### config.mk
export PLATFORM = sky130hd
export DESIGN_NAME = grid_dda_raycaster
export DESIGN_NICKNAME = d
export VERILOG_FILES = /design/src/sv/grd_pkg.sv /design/src/sv/grd_div.sv /design/src/sv/grd_dp.sv /design/src/sv/grd_ctrl.sv /design/src/sv/grid_dda_raycaster.sv
export SDC_FILE = /design/constraint.sdc
export NUM_CORES = 2
export LEC_CHECK = 0
export ABC_CLOCK_PERIOD_IN_PS = 22400
export BUFFER_PORTS_ARGS = -buffer_cell sky130_fd_sc_hd__buf_2
export CORE_UTILIZATION = 30
export CTS_CLUSTER_SIZE = 28
export DETAILED_ROUTE_END_ITERATION = 8
export SLEW_MARGIN = 40
export SYNTH_ARGS = -nofsm -noshare
export SYNTH_HDL_FRONTEND = slang
export SYNTH_HIERARCHICAL = 1
export SYNTH_SLANG_ARGS = --single-unit
### constraint.sdc
create_clock -name clk -period 22.4 [get_ports clk]
set_input_delay 6.72 -clock clk [delete_from_list [all_inputs] [get_ports clk]]
set_output_delay 6.72 -clock clk [all_outputs]
set_load 0.02 [all_outputs]
### src/sv/grd_pkg.sv
package grd_pkg;

  localparam int DEF_SCREEN_WIDTH  = 640;
  localparam int DEF_SCREEN_HEIGHT = 480;
  localparam int DEF_GRID_DIM      = 32;

  localparam int MAP_DEPTH = 1024;
  localparam int MAP_AW    = $clog2(MAP_DEPTH);
  localparam int CELL_W    = 5;

  localparam int CFG_IDX_W  = 3;
  localparam int CFG_DATA_W = 21;

  localparam logic [CFG_IDX_W-1:0] REG_POS_X   = 3'd0;
  localparam logic [CFG_IDX_W-1:0] REG_POS_Y   = 3'd1;
  localparam logic [CFG_IDX_W-1:0] REG_DIR_X   = 3'd2;
  localparam logic [CFG_IDX_W-1:0] REG_DIR_Y   = 3'd3;
  localparam logic [CFG_IDX_W-1:0] REG_PLANE_X = 3'd4;
  localparam logic [CFG_IDX_W-1:0] REG_PLANE_Y = 3'd5;

  localparam int DIV_W = 33;

  localparam int IN_DATA_W  = 24;
  localparam int OUT_DATA_W = 72;

  typedef enum logic [4:0] {
    CMD_NOP,
    CMD_CLR,
    CMD_WRITE,
    CMD_LOAD,
    CMD_MUL_X,
    CMD_RAY_X,
    CMD_MUL_Y,
    CMD_RAY_Y,
    CMD_DIV_X,
    CMD_DX_SET,
    CMD_DIV_Y,
    CMD_DY_SET,
    CMD_MUL_SX,
    CMD_SX_SET,
    CMD_MUL_SY,
    CMD_SY_SET,
    CMD_STEP,
    CMD_CHECK,
    CMD_LINE_DIV,
    CMD_FINISH
  } cmd_t;

  typedef struct packed {
    logic is_cast;
    logic clr_last;
    logic div_done;
    logic cam_out;
    logic leave;
    logic hit_bit;
    logic steps_done;
    logic perp_zero;
    logic out_free;
  } dp_status_t;

endpackage

### src/sv/grd_div.sv
module grd_div import grd_pkg::*; (
  input  logic             clk,
  input  logic             rst_n,
  input  logic             start,
  input  logic [DIV_W-1:0] dividend,
  input  logic [DIV_W-2:0] divisor,
  output logic [DIV_W-1:0] quotient,
  output logic             done
);

  localparam int CNT_W = $clog2(DIV_W + 1);

  logic [DIV_W-2:0] rem_r;
  logic [DIV_W-2:0] den_r;
  logic [DIV_W-1:0] quo_r;
  logic [CNT_W-1:0] cnt_r;
  logic             busy_r;
  logic             done_r;
  logic [DIV_W-1:0] rem_sh;
  logic [DIV_W-1:0] diff;
  logic             take;

  always_comb begin
    rem_sh = {rem_r, quo_r[DIV_W-1]};
    diff   = rem_sh - {1'b0, den_r};
    take   = rem_sh >= {1'b0, den_r};
  end

  always_ff @(posedge clk) begin
    if (!rst_n) begin
      busy_r <= 1'b0;
      done_r <= 1'b0;
      cnt_r  <= '0;
    end else begin
      done_r <= 1'b0;
      if (start) begin
        busy_r <= 1'b1;
        cnt_r  <= CNT_W'(DIV_W);
      end else if (busy_r) begin
        cnt_r <= cnt_r - CNT_W'(1);
        if (cnt_r == CNT_W'(1)) begin
          busy_r <= 1'b0;
          done_r <= 1'b1;
        end
      end
    end
  end

  always_ff @(posedge clk) begin
    if (start) begin
      rem_r <= '0;
      quo_r <= dividend;
      den_r <= divisor;
    end else if (busy_r) begin
      rem_r <= take ? diff[DIV_W-2:0] : rem_sh[DIV_W-2:0];
      quo_r <= {quo_r[DIV_W-2:0], take};
    end
  end

  assign quotient = quo_r;
  assign done     = done_r;

endmodule

### src/sv/grd_dp.sv
module grd_dp import grd_pkg::*; #(
  parameter int SCREEN_WIDTH  = DEF_SCREEN_WIDTH,
  parameter int SCREEN_HEIGHT = DEF_SCREEN_HEIGHT,
  parameter int GRID_DIM      = DEF_GRID_DIM
) (
  input  logic                  clk,
  input  logic                  rst_n,
  input  cmd_t                  cmd,
  output dp_status_t            status,
  input  logic                  in_tuser,
  input  logic [IN_DATA_W-1:0]  in_tdata,
  input  logic                  cfg_we,
  input  logic [CFG_IDX_W-1:0]  cfg_addr,
  input  logic [CFG_DATA_W-1:0] cfg_wdata,
  input  logic                  out_tready,
  output logic                  out_tvalid,
  output logic [OUT_DATA_W-1:0] out_tdata,
  output logic                  out_tuser
);

  localparam int STEP_LIMIT = 2 * GRID_DIM + 2;
  localparam int STEP_W     = $clog2(STEP_LIMIT + 1);
  localparam int HALF_H     = SCREEN_HEIGHT / 2;
  localparam int REST_H     = SCREEN_HEIGHT - HALF_H;
  localparam logic [CELL_W:0] GD      = (CELL_W + 1)'(GRID_DIM);
  localparam logic [CELL_W:0] GD_LAST = (CELL_W + 1)'(GRID_DIM - 1);
  // Rounded-up reciprocal of the screen width, scaled so that the camera
  // quotient comes out exact for every 10-bit column.
  localparam logic [36:0] CAM_K =
    37'(((64'd1 << 37) + 64'(SCREEN_WIDTH) - 64'd1) / 64'(SCREEN_WIDTH));

  logic [20:0]        pos_x_r, pos_y_r;
  logic signed [18:0] dir_x_r, dir_y_r, plane_x_r, plane_y_r;

  logic [9:0]          col_r;
  logic signed [27:0]  cam_r;
  logic signed [29:0]  ray_x_r, ray_y_r;
  logic [31:0]         dx_r, dy_r;
  logic [39:0]         side_x_r, side_y_r, perp_r;
  logic [CELL_W-1:0]   mx_r, my_r;
  logic                side_r, leave_r, hit_r;
  logic [STEP_W-1:0]   steps_r;
  logic signed [52:0]  prod_r;
  logic                map_mem [MAP_DEPTH];
  logic                map_rd_r;
  logic [MAP_AW-1:0]   clr_addr_r;
  logic                out_valid_r;
  logic [OUT_DATA_W-1:0] out_data_r;
  logic                out_user_r;

  logic [9:0]          in_col;
  logic [CELL_W-1:0]   in_cx, in_cy;
  logic                in_wall;
  logic [46:0]         cam_prod;
  logic                div_start, div_done;
  logic [DIV_W-1:0]    div_num, div_quo;
  logic [DIV_W-2:0]    div_den;
  logic signed [19:0]  mul_a;
  logic signed [32:0]  mul_b;
  logic signed [52:0]  prod_adj;
  logic signed [29:0]  ray_new;
  logic signed [18:0]  dir_sel;
  logic [29:0]         mag_x, mag_y, mag_sel;
  logic [31:0]         delta_new;
  logic [16:0]         frac_x, frac_y;
  logic                take_x, step_leave;
  logic [CELL_W-1:0]   nx, ny;
  logic [MAP_AW-1:0]   rd_addr, wr_addr;
  logic                wr_en, wr_bit;
  logic [23:0]         perp_sat;
  logic [31:0]         line;
  logic [30:0]         half, start_d, end_s;
  logic [9:0]          row_top, row_bot;

  assign in_col  = in_tdata[9:0];
  assign in_cx   = in_tdata[14:10];
  assign in_cy   = in_tdata[19:15];
  assign in_wall = in_tdata[20];

  assign cam_prod = {37'b0, in_col} * {10'b0, CAM_K};

  always_ff @(posedge clk) begin
    if (!rst_n) begin
      pos_x_r   <= '0;
      pos_y_r   <= '0;
      dir_x_r   <= 19'sd65536;
      dir_y_r   <= '0;
      plane_x_r <= '0;
      plane_y_r <= 19'sd43253;
    end else if (cfg_we) begin
      case (cfg_addr)
        REG_POS_X:   pos_x_r   <= cfg_wdata;
        REG_POS_Y:   pos_y_r   <= cfg_wdata;
        REG_DIR_X:   dir_x_r   <= cfg_wdata[18:0];
        REG_DIR_Y:   dir_y_r   <= cfg_wdata[18:0];
        REG_PLANE_X: plane_x_r <= cfg_wdata[18:0];
        REG_PLANE_Y: plane_y_r <= cfg_wdata[18:0];
        default: ;
      endcase
    end
  end

  assign mag_x = ray_x_r[29] ? 30'(-ray_x_r) : 30'(ray_x_r);
  assign mag_y = ray_y_r[29] ? 30'(-ray_y_r) : 30'(ray_y_r);
  assign frac_x = ray_x_r[29] ? {1'b0, pos_x_r[15:0]} : 17'h10000 - {1'b0, pos_x_r[15:0]};
  assign frac_y = ray_y_r[29] ? {1'b0, pos_y_r[15:0]} : 17'h10000 - {1'b0, pos_y_r[15:0]};
  assign perp_sat = (perp_r > 40'hFF_FFFF) ? 24'hFF_FFFF : perp_r[23:0];

  always_comb begin
    div_start = 1'b1;
    div_num   = '0;
    div_den   = '0;
    case (cmd)
      CMD_DIV_X: begin
        div_num = {1'b1, 32'b0};
        div_den = {2'b0, mag_x};
      end
      CMD_DIV_Y: begin
        div_num = {1'b1, 32'b0};
        div_den = {2'b0, mag_y};
      end
      CMD_LINE_DIV: begin
        div_num = DIV_W'(SCREEN_HEIGHT) << 16;
        div_den = {8'b0, perp_sat};
      end
      default: div_start = 1'b0;
    endcase
  end

  grd_div u_div (
    .clk      (clk),
    .rst_n    (rst_n),
    .start    (div_start),
    .dividend (div_num),
    .divisor  (div_den),
    .quotient (div_quo),
    .done     (div_done)
  );

  always_comb begin
    mul_a = '0;
    mul_b = '0;
    case (cmd)
      CMD_MUL_X: begin
        mul_a = 20'(plane_x_r);
        mul_b = 33'(cam_r);
      end
      CMD_MUL_Y: begin
        mul_a = 20'(plane_y_r);
        mul_b = 33'(cam_r);
      end
      CMD_MUL_SX: begin
        mul_a = $signed({3'b0, frac_x});
        mul_b = $signed({1'b0, dx_r});
      end
      CMD_MUL_SY: begin
        mul_a = $signed({3'b0, frac_y});
        mul_b = $signed({1'b0, dy_r});
      end
      default: ;
    endcase
  end

  always_comb begin
    prod_adj  = prod_r + (prod_r[52] ? 53'sd65535 : 53'sd0);
    dir_sel   = (cmd == CMD_RAY_X) ? dir_x_r : dir_y_r;
    ray_new   = 30'(dir_sel) + $signed(prod_adj[45:16]);
    mag_sel   = (cmd == CMD_DX_SET) ? mag_x : mag_y;
    delta_new = (mag_sel == '0 || div_quo[32]) ? 32'hFFFF_FFFF : div_quo[31:0];
  end

  always_comb begin
    take_x = side_x_r < side_y_r;
    nx     = ray_x_r[29] ? mx_r - CELL_W'(1) : mx_r + CELL_W'(1);
    ny     = ray_y_r[29] ? my_r - CELL_W'(1) : my_r + CELL_W'(1);
    if (take_x) begin
      step_leave = ray_x_r[29] ? (mx_r == '0) : ({1'b0, mx_r} == GD_LAST);
      rd_addr    = {my_r, nx};
    end else begin
      step_leave = ray_y_r[29] ? (my_r == '0) : ({1'b0, my_r} == GD_LAST);
      rd_addr    = {ny, mx_r};
    end
  end

  always_ff @(posedge clk) begin
    prod_r <= mul_a * mul_b;
    case (cmd)
      CMD_LOAD: begin
        col_r <= in_col;
        cam_r <= $signed({1'b0, cam_prod[46:20]}) - 28'sd65536;
      end
      CMD_RAY_X:   ray_x_r <= ray_new;
      CMD_RAY_Y:   ray_y_r <= ray_new;
      CMD_DX_SET:  dx_r    <= delta_new;
      CMD_DY_SET:  dy_r    <= delta_new;
      CMD_SX_SET: begin
        side_x_r <= {7'b0, prod_r[48:16]};
        mx_r     <= pos_x_r[20:16];
        my_r     <= pos_y_r[20:16];
        side_r   <= 1'b0;
        perp_r   <= '0;
        steps_r  <= '0;
        hit_r    <= 1'b0;
        leave_r  <= 1'b0;
      end
      CMD_SY_SET: side_y_r <= {7'b0, prod_r[48:16]};
      CMD_STEP: begin
        steps_r <= steps_r + STEP_W'(1);
        leave_r <= step_leave;
        if (take_x) begin
          side_x_r <= side_x_r + {8'b0, dx_r};
          perp_r   <= side_x_r;
          side_r   <= 1'b0;
          if (!step_leave) begin
            mx_r <= nx;
          end
        end else begin
          side_y_r <= side_y_r + {8'b0, dy_r};
          perp_r   <= side_y_r;
          side_r   <= 1'b1;
          if (!step_leave) begin
            my_r <= ny;
          end
        end
      end
      CMD_CHECK: hit_r <= !leave_r && map_rd_r;
      default: ;
    endcase
  end

  always_comb begin
    wr_en   = 1'b0;
    wr_bit  = 1'b0;
    wr_addr = clr_addr_r;
    if (cmd == CMD_CLR) begin
      wr_en = 1'b1;
    end else if (cmd == CMD_WRITE) begin
      wr_en   = ({1'b0, in_cx} < GD) && ({1'b0, in_cy} < GD);
      wr_bit  = in_wall;
      wr_addr = {in_cy, in_cx};
    end
  end

  always_ff @(posedge clk) begin
    if (wr_en) begin
      map_mem[wr_addr] <= wr_bit;
    end
    map_rd_r <= map_mem[rd_addr];
  end

  always_ff @(posedge clk) begin
    if (!rst_n) begin
      clr_addr_r <= '0;
    end else if (cmd == CMD_CLR) begin
      clr_addr_r <= clr_addr_r + MAP_AW'(1);
    end
  end

  always_comb begin
    line    = (perp_r == '0) ? 32'hFFFF_FFFF : div_quo[31:0];
    half    = line[31:1];
    start_d = 31'(HALF_H) - half;
    end_s   = 31'(HALF_H) + half;
    row_top = (half >= 31'(HALF_H)) ? 10'd0 : start_d[9:0];
    row_bot = (half >= 31'(REST_H)) ? 10'(SCREEN_HEIGHT - 1) : end_s[9:0];
  end

  always_ff @(posedge clk) begin
    if (!rst_n) begin
      out_valid_r <= 1'b0;
    end else if (cmd == CMD_FINISH) begin
      out_valid_r <= 1'b1;
    end else if (out_tready) begin
      out_valid_r <= 1'b0;
    end
  end

  always_ff @(posedge clk) begin
    if (cmd == CMD_FINISH) begin
      out_data_r <= OUT_DATA_W'({my_r, mx_r, perp_sat, side_r, row_bot, row_top, col_r});
      out_user_r <= !hit_r;
    end
  end

  assign out_tvalid = out_valid_r;
  assign out_tdata  = out_data_r;
  assign out_tuser  = out_user_r;

  always_comb begin
    status.is_cast    = in_tuser;
    status.clr_last   = (clr_addr_r == MAP_AW'(MAP_DEPTH - 1));
    status.div_done   = div_done;
    status.cam_out    = ({1'b0, pos_x_r[20:16]} >= GD) || ({1'b0, pos_y_r[20:16]} >= GD);
    status.leave      = leave_r;
    status.hit_bit    = map_rd_r;
    status.steps_done = (steps_r == STEP_W'(STEP_LIMIT));
    status.perp_zero  = (perp_r == '0);
    status.out_free   = !out_valid_r || out_tready;
  end

endmodule

### src/sv/grd_ctrl.sv
module grd_ctrl import grd_pkg::*; (
  input  logic       clk,
  input  logic       rst_n,
  input  logic       in_tvalid,
  input  dp_status_t status,
  output logic       in_tready,
  output cmd_t       cmd
);

  typedef enum logic [4:0] {
    S_CLEAR, S_IDLE, S_MUL_X, S_RAY_X, S_MUL_Y, S_RAY_Y,
    S_DIV_X, S_DX_WAIT, S_DIV_Y, S_DY_WAIT, S_MUL_SX, S_SX_SET,
    S_MUL_SY, S_SY_SET, S_STEP, S_CHECK, S_LINE, S_LINE_WAIT, S_FINISH
  } state_t;

  state_t state_r, state_nxt;

  always_comb begin
    state_nxt = state_r;
    cmd       = CMD_NOP;
    case (state_r)
      S_CLEAR: begin
        cmd = CMD_CLR;
        if (status.clr_last) begin
          state_nxt = S_IDLE;
        end
      end
      S_IDLE: begin
        if (in_tvalid) begin
          if (status.is_cast) begin
            cmd       = CMD_LOAD;
            state_nxt = S_MUL_X;
          end else begin
            cmd = CMD_WRITE;
          end
        end
      end
      S_MUL_X: begin
        cmd       = CMD_MUL_X;
        state_nxt = S_RAY_X;
      end
      S_RAY_X: begin
        cmd       = CMD_RAY_X;
        state_nxt = S_MUL_Y;
      end
      S_MUL_Y: begin
        cmd       = CMD_MUL_Y;
        state_nxt = S_RAY_Y;
      end
      S_RAY_Y: begin
        cmd       = CMD_RAY_Y;
        state_nxt = S_DIV_X;
      end
      S_DIV_X: begin
        cmd       = CMD_DIV_X;
        state_nxt = S_DX_WAIT;
      end
      S_DX_WAIT: begin
        if (status.div_done) begin
          cmd       = CMD_DX_SET;
          state_nxt = S_DIV_Y;
        end
      end
      S_DIV_Y: begin
        cmd       = CMD_DIV_Y;
        state_nxt = S_DY_WAIT;
      end
      S_DY_WAIT: begin
        if (status.div_done) begin
          cmd       = CMD_DY_SET;
          state_nxt = S_MUL_SX;
        end
      end
      S_MUL_SX: begin
        cmd       = CMD_MUL_SX;
        state_nxt = S_SX_SET;
      end
      S_SX_SET: begin
        cmd       = CMD_SX_SET;
        state_nxt = S_MUL_SY;
      end
      S_MUL_SY: begin
        cmd       = CMD_MUL_SY;
        state_nxt = S_SY_SET;
      end
      S_SY_SET: begin
        cmd       = CMD_SY_SET;
        state_nxt = status.cam_out ? S_LINE : S_STEP;
      end
      S_STEP: begin
        cmd       = CMD_STEP;
        state_nxt = S_CHECK;
      end
      S_CHECK: begin
        cmd = CMD_CHECK;
        if (status.leave || status.hit_bit || status.steps_done) begin
          state_nxt = S_LINE;
        end else begin
          state_nxt = S_STEP;
        end
      end
      S_LINE: begin
        if (status.perp_zero) begin
          state_nxt = S_FINISH;
        end else begin
          cmd       = CMD_LINE_DIV;
          state_nxt = S_LINE_WAIT;
        end
      end
      S_LINE_WAIT: begin
        if (status.div_done) begin
          state_nxt = S_FINISH;
        end
      end
      S_FINISH: begin
        if (status.out_free) begin
          cmd       = CMD_FINISH;
          state_nxt = S_IDLE;
        end
      end
      default: state_nxt = S_IDLE;
    endcase
  end

  always_ff @(posedge clk) begin
    if (!rst_n) begin
      state_r <= S_CLEAR;
    end else begin
      state_r <= state_nxt;
    end
  end

  assign in_tready = (state_r == S_IDLE);

endmodule

### src/sv/grid_dda_raycaster.sv
// Grid raycaster. Input words on in_* carry either a map cell write or a cast
// request for one screen column, selected by in_tuser. A map write is done in
// the idle state and gives no output word. A cast gives one output word on
// out_* with the wall span, side, perpendicular distance, hit cell and an
// escape flag. Each DDA step of the ray reads the map memory, and a ray takes
// at most 66 steps. One shared radix-2 divider serves each cast up to three
// times: for the two step lengths and, unless the distance is zero, for the
// line height.
// Camera registers are written through cfg_*; the user must write them only
// while the block is idle, which the block itself does not enforce. After reset
// the map memory is cleared one cell per cycle; in_tready stays low during
// that pass, while configuration writes are taken throughout.
// The output word sits in a register. If the receiver stalls, the block
// still takes the next input word and works on it; it then holds before
// presenting its own result until the register is free.
module grid_dda_raycaster import grd_pkg::*; #(
  parameter int SCREEN_WIDTH  = DEF_SCREEN_WIDTH,
  parameter int SCREEN_HEIGHT = DEF_SCREEN_HEIGHT,
  parameter int GRID_DIM      = DEF_GRID_DIM
) (
  input  logic                  clk,
  input  logic                  rst_n,
  input  logic                  in_tvalid,
  output logic                  in_tready,
  // column[9:0], cell_x[14:10], cell_y[19:15], wall[20], zeros above
  input  logic [IN_DATA_W-1:0]  in_tdata,
  // command[0]
  input  logic                  in_tuser,
  output logic                  out_tvalid,
  input  logic                  out_tready,
  // out_column[9:0], first row[19:10], last row[29:20], hit_side[30],
  // perp_distance[54:31], hit_x[59:55], hit_y[64:60], zeros above
  output logic [OUT_DATA_W-1:0] out_tdata,
  // escaped[0]
  output logic                  out_tuser,
  input  logic                  cfg_we,
  input  logic [CFG_IDX_W-1:0]  cfg_addr,
  input  logic [CFG_DATA_W-1:0] cfg_wdata
);

  cmd_t       cmd;
  dp_status_t status;

  grd_ctrl u_ctrl (
    .clk       (clk),
    .rst_n     (rst_n),
    .in_tvalid (in_tvalid),
    .status    (status),
    .in_tready (in_tready),
    .cmd       (cmd)
  );

  grd_dp #(
    .SCREEN_WIDTH  (SCREEN_WIDTH),
    .SCREEN_HEIGHT (SCREEN_HEIGHT),
    .GRID_DIM      (GRID_DIM)
  ) u_dp (
    .clk        (clk),
    .rst_n      (rst_n),
    .cmd        (cmd),
    .status     (status),
    .in_tuser   (in_tuser),
    .in_tdata   (in_tdata),
    .cfg_we     (cfg_we),
    .cfg_addr   (cfg_addr),
    .cfg_wdata  (cfg_wdata),
    .out_tready (out_tready),
    .out_tvalid (out_tvalid),
    .out_tdata  (out_tdata),
    .out_tuser  (out_tuser)
  );

endmodule

==> impl_metrics.json <==
{
  "cts_max_level": 4,
  "cts_made_buffers": 182,
  "skew_ns": 0.108,
  "die_w_um": 611,
  "synth-main-ff-cell": "edfxtp_1",
  "grt-ovfl-total": 0,
  "critPathBufInv": 11,
  "grt_setup_unrepaired": "no",
  "slowest_delay_ns": 0.77,
  "cp_max_fo": 17,
  "worst_pin_slew_ns": 0.947,
  "num_rows": 223,
  "grt_antenna_before_repair": 33,
  "arrival_ns": 18.71,
  "coreArea_mm2": 0.369,
  "ys_seq_area_frac": 0.431,
  "synth_edf_count": 1448,
  "vias_per_cell": 5.37,
  "grtUsageTotal": 0.191,
  "dpl.hpwl_um": 232000,
  "critPathCaptureType": "register",
  "area_delta_synth_final_pct": 11.0,
  "syn_area_mm2": 0.111,
  "grt_max_degree": 163,
  "rrSetupSlack_ns": 8.67,
  "wl_per_cell_um": 22.7,
  "leakagePower_nw": 46.2,
  "io_pins": 129,
  "initial_core_util": 0.301,
  "synth_top_area_frac": 0.391,
  "cts_resized": 0,
  "clk_pin_slew_ns": 0.06,
  "grt_pass1_wl_um": 543000,
  "power.density_mw_per_mm2": 64.9,
  "synthCells": 11328,
  "port_buffers": 118,
  "nets": 12236,
  "vdd_drop_max_mv": 0.0825,
  "syn_avg_cell_area_um2": 9.82,
  "status": "completed",
  "final_util": 0.335,
  "finalHoldViolations": 0,
  "critical_path_class": "input pin to register",
  "wl_um": 367000,
  "critPathSlowestCell": "nor2_4",
  "power_mw": 8.02,
  "ctsHoldBuffers": 0,
  "yosysWarningCount": 6,
  "critical-path-top-delay-family": "adder cells",
  "drtIter0Drc": 9524,
  "synth_async_sr_flop_share": 0,
  "clock-root-buffer": "clkbuf_16",
  "clock.fmax_ghz": 0.0554,
  "slew_headroom": 0.369,
  "grt_pass1_vias": 84132,
  "maxCapViolations": 0,
  "clk_path_buf_depth": 4,
  "setup_viol": 0,
  "drive_above_1_share": 0.0773,
  "clock-sinks": 1673,
  "die-area_mm2": 0.373,
  "synthTopCellsByArea": "edfxtp_1 39%, fa_1 12%, nor2_1 5.7%, nand2_1 5.2%, ha_1 4.5%",
  "crit_required_ns": 23.06,
  "period_minus_slack_ns": 18.04,
  "whs_ns": 0.420,
  "finalCritPeriodShare": 0.805,
  "synth_largest_area_cell": "edfxtp_1",
  "die_height_um": 611,
  "postCtsSetupBuffers": 0,
  "vias": 86893,
  "ys_types": 113,
  "hold_path.class": "register to register",
  "slew_violations": 0,
  "globalplace.congestion": 0.895,
  "ys_ff_latch": 1673,
  "start_kind": "input pin",
  "dr.pass1.iters": 6,
  "clk_latency_ns": 0.91,
  "cts_tree": "yes",
  "ant_nets": 0,
  "drc": 0,
  "setup-tns-final_ns": 0
}
sequential cells by signal, summed over array words and instances (netlist names), 7 cells and up:
signal,cells
u_dp/out_tdata,65
u_dp/cam_r,19
u_dp/clr_addr_r,10
u_dp/dy_r,32
u_dp/pos_x_r,21
u_dp/steps_r,7
u_dp/ray_x_r,30
u_dp/map_mem,1024
u_dp/plane_x_r,19
u_dp/dir_x_r,19
u_dp/dir_y_r,19
u_dp/col_r,10
u_dp/u_div/rem_r,32
u_dp/pos_y_r,21
u_dp/ray_y_r,30
u_dp/side_y_r,40
u_dp/u_div/quotient,33
u_dp/perp_r,40
u_dp/plane_y_r,19
u_dp/u_div/den_r,32
u_dp/side_x_r,40
u_dp/dx_r,32
u_dp/prod_r,50
final cells by class:
cell class                 instances  area [um2]
fill                           37471      246000
multi-input combinational       7920       57400
sequential                      1673       48000
tap                             4950        6190
clock buffer                     231        4950
inverter                         981        3690
timing repair buffer             333        2410
clock inverter                    84         857
antenna                           13        32.5
final timing paths:
kind	cells after the start	startpoint	endpoint
worst max register to register	41	u_dp/perp_r[38]	u_dp/prod_r[52]
worst min register to register	0	u_dp/col_r[2]	u_dp/out_tdata[2]
worst min-delay path	0	u_dp/col_r[2]	u_dp/out_tdata[2]
worst max-delay path	42	out_tready	u_dp/prod_r[52]
power breakdown:
group | switching, mW | internal [mW]
registers | 0.0557 | 3.46
clock network | 1.28 | 1.74
logic | 1.04 | 0.445
metal layers:
layer	up-vias	routed length, um	track usage	share of wire
met4	32	17500	0.0850	0.048
met3	743	33400	0.0332	0.091
met5	-	197	0	0.00054
met2	3886	166000	0.305	0.45
met1	43292	150000	0.254	0.41
li1	38940	-	-	-
kinds of logic (layout without fill, tap and decap cells):
kind of cell / after synthesis / in the layout / share of synthesized area
AND/OR/NAND/NOR: 4285 / 4285 / 0.165
AO/OA/AOI/OAI: 2042 / 2042 / 0.133
buffers and inverters: 1774 / 1629 / 0.0633
flip-flops: 1673 / 1673 / 0.431
adder cells (fa/ha/maj): 1091 / 1091 / 0.169
XOR/XNOR: 342 / 342 / 0.0269
multiplexers: 120 / 120 / 0.0112
other: 1 / 53 / 0.0000337
worst register-to-register path: cells and delay by family (launching register included):
family / cells / cell delay, ns
xor+xnor: 1 / 0.53
flops: 1 / 0.39
buf+inv: 8 / 1.37
fa+ha+maj: 8 / 3.97
simple gates: 7 / 2.81
compound gates: 17 / 4.55
through the flow:
stage               area [um2]  setup slack (ns)  std cells
global route            123000              3.88      16177
floorplan               111000              6.45      11367
global placement        117000              3.55      15842
CTS                     123000              4.36      16171
finish                  123000              4.36      16185
detailed placement      118000              3.51      15856
cells in the mapped netlist (52+ instances only):
| cell type | instances |
|---|---|
| fa_1 | 691 |
| inv_1 | 978 |
| a221o_1 | 90 |
| a21o_1 | 87 |
| dfxtp_1 | 225 |
| nand2_1 | 1533 |
| xnor2_1 | 206 |
| and2_1 | 62 |
| nand4_1 | 144 |
| ha_1 | 400 |
| a221oi_1 | 334 |
| o21ai_0 | 344 |
| nor2_1 | 1701 |
| a22oi_1 | 101 |
| a32oi_1 | 52 |
| a21oi_1 | 289 |
| nor3_1 | 118 |
| nand3_1 | 334 |
| edfxtp_1 | 1448 |
| buf_1 | 99 |
| a21boi_0 | 119 |
| nand2b_1 | 69 |
| clkbuf_1 | 517 |
| buf_2 | 128 |
| a31oi_1 | 80 |
| mux2i_1 | 86 |
| xor2_1 | 136 |
cells in the final DEF (no fill, tap or decap), types with 117 or more instances in the layout:
master     netlist  routed
ha_1           400     400
clkbuf_16        0     189
buf_4           36     191
a21oi_1        289     285
nand4_1        144     144
dfxtp_1        225     224
xor2_1         136     136
xnor2_1        206     206
edfxtp_1      1448    1448
o21ai_0        344     342
nor2_1        1701    1684
buf_2          128     117
inv_1          978     976
a221oi_1       334     328
nand3_1        334     316
a21boi_0       119     119
nand2_1       1533    1483
fa_1           691     691
No activity file was read; power rests on OpenSTA's default activity.
